--- src/hdl/btmx_ram.sv ---
// generic single-clock ram, one write port and one registered read port
// no dependencies
module btmx_ram #(
  parameter int WIDTH = 8,
  parameter int DEPTH = 16
) (
  input  logic                     clk_i,
  input  logic                     we_i,
  input  logic [$clog2(DEPTH)-1:0] waddr_i,
  input  logic [WIDTH-1:0]         wdata_i,
  input  logic                     re_i,
  input  logic [$clog2(DEPTH)-1:0] raddr_i,
  output logic [WIDTH-1:0]         rdata_o
);

  logic [WIDTH-1:0] mem [DEPTH];
  logic [WIDTH-1:0] rdata_q;

  always_ff @(posedge clk_i) begin
    if (we_i) begin
      mem[waddr_i] <= wdata_i;
    end
    if (re_i) begin
      rdata_q <= mem[raddr_i];
    end
  end

  assign rdata_o = rdata_q;

endmodule

--- config.mk ---
export PLATFORM = sky130hd
export DESIGN_NAME = btmx_ram
export DESIGN_NICKNAME = d
export VERILOG_FILES = /design/src/hdl/btmx_ram.sv
export SDC_FILE = /design/constraint.sdc
export NUM_CORES = 1
export LEC_CHECK = 0
export ABC_AREA = 1
export BUFFER_PORTS_ARGS = -buffer_cell sky130_fd_sc_hd__buf_4
export CAP_MARGIN = 10
export CELL_PAD_IN_SITES_DETAIL_PLACEMENT = 2
export CELL_PAD_IN_SITES_GLOBAL_PLACEMENT = 2
export CORE_AREA = 2 2 129 131
export CTS_BUF_LIST = sky130_fd_sc_hd__clkbuf_4 sky130_fd_sc_hd__clkbuf_8 sky130_fd_sc_hd__clkbuf_16
export DETAILED_ROUTE_END_ITERATION = 12
export DIE_AREA = 0 0 131 133
export GPL_ROUTABILITY_DRIVEN = 0
export PLACE_DENSITY = 0.87
export SYNTH_ARGS = -nofsm -noshare
export SYNTH_HDL_FRONTEND = slang
export SYNTH_SLANG_ARGS = --single-unit
--- constraint.sdc ---
create_clock -name clk_i -period 1.4 [get_ports clk_i]
set_input_delay 0.35 -clock clk_i [delete_from_list [all_inputs] [get_ports clk_i]]
set_output_delay 0.35 -clock clk_i [all_outputs]
set_load 0.02 [all_outputs]
=== Word-level counts from Yosys, hierarchy flattened ===
Memory sizes are Yosys's and may differ from the RTL's. A register that Yosys moved wholly into a read port is not among the register bits.
Cells that the tools add are included.

* Logic and storage cells: 3
* Flip-flop bits (word level): 0
* Memories: 1
* Input bits: 19
* RAM bits: 128

{| class="wikitable"
|+ Memory list
! name !! words !! bits a word !! read ports !! clocked after memory_dff !! write ports !! RTL line !! RTL
|-
| mem || 16 || 8 || 1 || 1 || 1 || 16 || <nowiki>logic [WIDTH-1:0] mem [DEPTH];</nowiki>
|}

* Multiplexer cells: 2

{| class="wikitable"
|+ Operators by type and width
! kind !! number
|-
| $mux 1 || 2
|}

=== Depth between registers and ports, before layout ===
* Word-level depth: 2
* Depth in mapped cells: 8

=== Least setup slack after synthesis ===
OpenSTA, ideal clock, no wires.

* Path kind: input-to-reg
* From: input waddr_i[3]
* To: memory mem[4][0] (enable)
* Arrival: 0.931 ns
* Stages on the path: 2
* Path slack: 0.099 ns
* Required time: 1.030 ns
* Path through: nand3b_1 -> nor2_1

{| class="wikitable"
|+ RTL lines
! item !! RTL line !! RTL
|-
| start, declared || 9 || <nowiki>input logic [$clog2(DEPTH)-1:0] waddr_i,</nowiki>
|-
| end, declared || 16 ||
|}

Straight into the memory's write port.

=== Final worst setup path ===
* From: register rdata_q[2] (netlist: rdata_o[2]), read port of mem
* To: output rdata_o[2]

{| class="wikitable"
|+ RTL lines
! item !! RTL line !! RTL
|-
| start, declared || 17 || <nowiki>logic [WIDTH-1:0] rdata_q;</nowiki>
|-
| end, declared || 13 || <nowiki>output logic [WIDTH-1:0] rdata_o</nowiki>
|}

No word-level cell between the ends.

==> results.json <==
{
  "die_h_um": 133,
  "hpwl_um": 12400,
  "netlist-cell-type-count": 11,
  "cp_slowest_cell": "edfxtp_1",
  "grtUsageMet2": 0.400,
  "internal_power_uw": 7730,
  "cp_cell_sequence": "buf_4",
  "use_met3": 0.0384,
  "criticalPathCategory": "reg -> out",
  "io_pins": 27,
  "status": "finished, final reports clean",
  "vias": 4184,
  "ir_drop_v": 0.000778,
  "cts_root_buf": "clkbuf_16",
  "numCtsBuffers": 17,
  "stdcell_area_mm2": 0.00706,
  "diodes": 0,
  "ys_ff_latch": 136,
  "cts_resized": 0,
  "top_usage_layer": "met2",
  "crit_buf_inv": 1,
  "slew_headroom": 0.766,
  "synthCells": 551,
  "cap_violations": 0,
  "p_sw_uw": 2160,
  "cts_max_path_buffers": 2,
  "critPathLaunch": "rdata_o[2]",
  "critPathTopFamily": "flip-flops",
  "clock.fmax_mhz": 733,
  "syn_avg_cell_area_um2": 10.6,
  "tritoncts": "done",
  "dieWidth_um": 131,
  "totalWireLength_um": 19100,
  "htreeDepth": 4,
  "drc": 0,
  "std_cell_rows": 47,
  "rsz0062_at_grt": "false",
  "cp_max_fo": 1,
  "dpl_cell_area_mm2": 0.00647,
  "hold_ws_ns": 0.235,
  "areaGrowthSynthToFinish_pct": 20.7,
  "holdCritStartpoint": "re_i",
  "ys.warnings.count": 0,
  "routedWlPerCell_um": 22.9,
  "nFillCells": 1644,
  "use_met1": 0.294,
  "dieArea_mm2": 0.0174,
  "syn_nets": 570,
  "period_share": 0.974,
  "fp.coreArea_mm2": 0.0162,
  "worst_setup_path_start_kind": "flip-flop",
  "crit_arrival_ns": 1.01,
  "synthesis.area_mm2": 0.00585,
  "power_frac_seq": 0.468,
  "viasPerCell": 5.02,
  "clock_sinks": 136,
  "min_path_type": "in -> reg",
  "end_kind": "output pin",
  "p_clk_frac": 0.461,
  "clkSlewWorstSetupHoldPaths_ns": 0.06,
  "cp.required_ns": 1.05,
  "ant_nets": 0,
  "start_util": 0.362,
  "cts_hold_repair.buffers": 0,
  "grt_pass1_wl_um": 29100,
  "dr.first_iter.drc_count": 271,
  "nNetsFinal": 620,
  "yosysSeqAreaShare": 0.698,
  "first_pass_iters": 4,
  "comb_power_share": 0.072,
  "p_leak_uw": 0.00303,
  "io_buffers": 26,
  "grt_pass1_vias": 4748,
  "power_density_mw_per_mm2": 1400,
  "skew_ns": 0.00494,
  "postCtsSetupBuffers": 0,
  "insertion_delay_ns": 0.42,
  "final_cell_mix": "173 x nand2_1, 136 x edfxtp_1, 100 x inv_1",
  "worstMarginPinSlew_ns": 0.351,
  "hold_viol_final": 0,
  "switching_share": 0.218,
  "min_period_ns": 1.36,
  "grt_max_degree": 55,
  "regToRegSetupSlack_ns": 0.11,
  "setup_viol": 0,
  "final_common_cell": "nand2_1",
  "antenna_found_initial": 0,
  "finalMaxSlewViolations": 0,
  "grt_usage": 0.237,
  "reg2reg_from": "mem[13][7]",
  "drive_gt1_frac": 0.134,
  "max_stage_delay_ns": 0.41,
  "grt_remaining_overflow": 0,
  "finalPower_uw": 9890
}
==> cells by family after synthesis <==
group	count (synthesis)	synth area share
flip-flops	136	0.698
buffers and inverters	126	0.0939
AND/OR/NAND/NOR	289	0.208
==> final timing paths <==
path / endpoint / cells after the start
hold reg to reg: rdata_o[6] / 6
hold / removal: rdata_o[6] / 1
setup reg to reg: rdata_o[7] / 6
setup / recovery: rdata_o[2] / 1
==> per-layer routing <==
layer  wire, µm  up-vias  part of all wire
li1           -     1882                 -
met1       7830     2151              0.41
met2       9950      112              0.52
met3        761       39             0.040
met4        517        0             0.027
met5          0        -                 0
==> cell type report <==
cell class / count / area, µm² / share of cell area
repair buffers: 55 / 513 / 0.0727
flip-flops and latches: 136 / 4080 / 0.579
multi-input cells: 289 / 1210 / 0.172
clock buffers: 17 / 425 / 0.0603
well taps: 220 / 275 / 0.0390
clock inverters: 14 / 163 / 0.0230
inverters: 102 / 383 / 0.0543
==> state kept, by name, summed over array words and instances, names as in the netlist <==
register / cells
mem: 128
rdata_o: 8
==> power groups by stage <==
stage / clock, µW / combinational (µW) / sequential (µW)
after detailed placement: 0 / 701 / 4710
after CTS: 4630 / 717 / 4620
after global routing: 4760 / 768 / 4630
after floorplan: 0 / 322 / 4720
final: 4560 / 707 / 4620
after global placement: 0 / 647 / 4700
==> stage by stage <==
step / std cells / utilization / worst slack [ns] / TNS [ns]
3_5_place_dp: 802 / 0.400 / -0.234 / -1.72
6_report: 833 / 0.436 / 0.0363 / 0
4_1_cts: 833 / 0.436 / 0.00473 / 0
2_1_floorplan: 551 / - / 0.0992 / 0
5_1_grt: 833 / 0.436 / 0.0115 / 0
3_3_place_gp: 802 / 0.400 / -0.131 / -0.861
==> Yosys cell counts <==
library cell / instances / area (µm²)
nand2_1: 173 / 649
edfxtp_1: 136 / 4080
inv_1: 100 / 375
nand3_1: 97 / 485
nor2_1: 17 / 63.8
buf_2: 13 / 65.1
buf_6: 6 / 67.6
buf_4: 4 / 30.0
inv_2: 2 / 7.51
nand3b_1: 2 / 15.0
buf_1: 1 / 3.75
(Power assumes the default switching activity.)
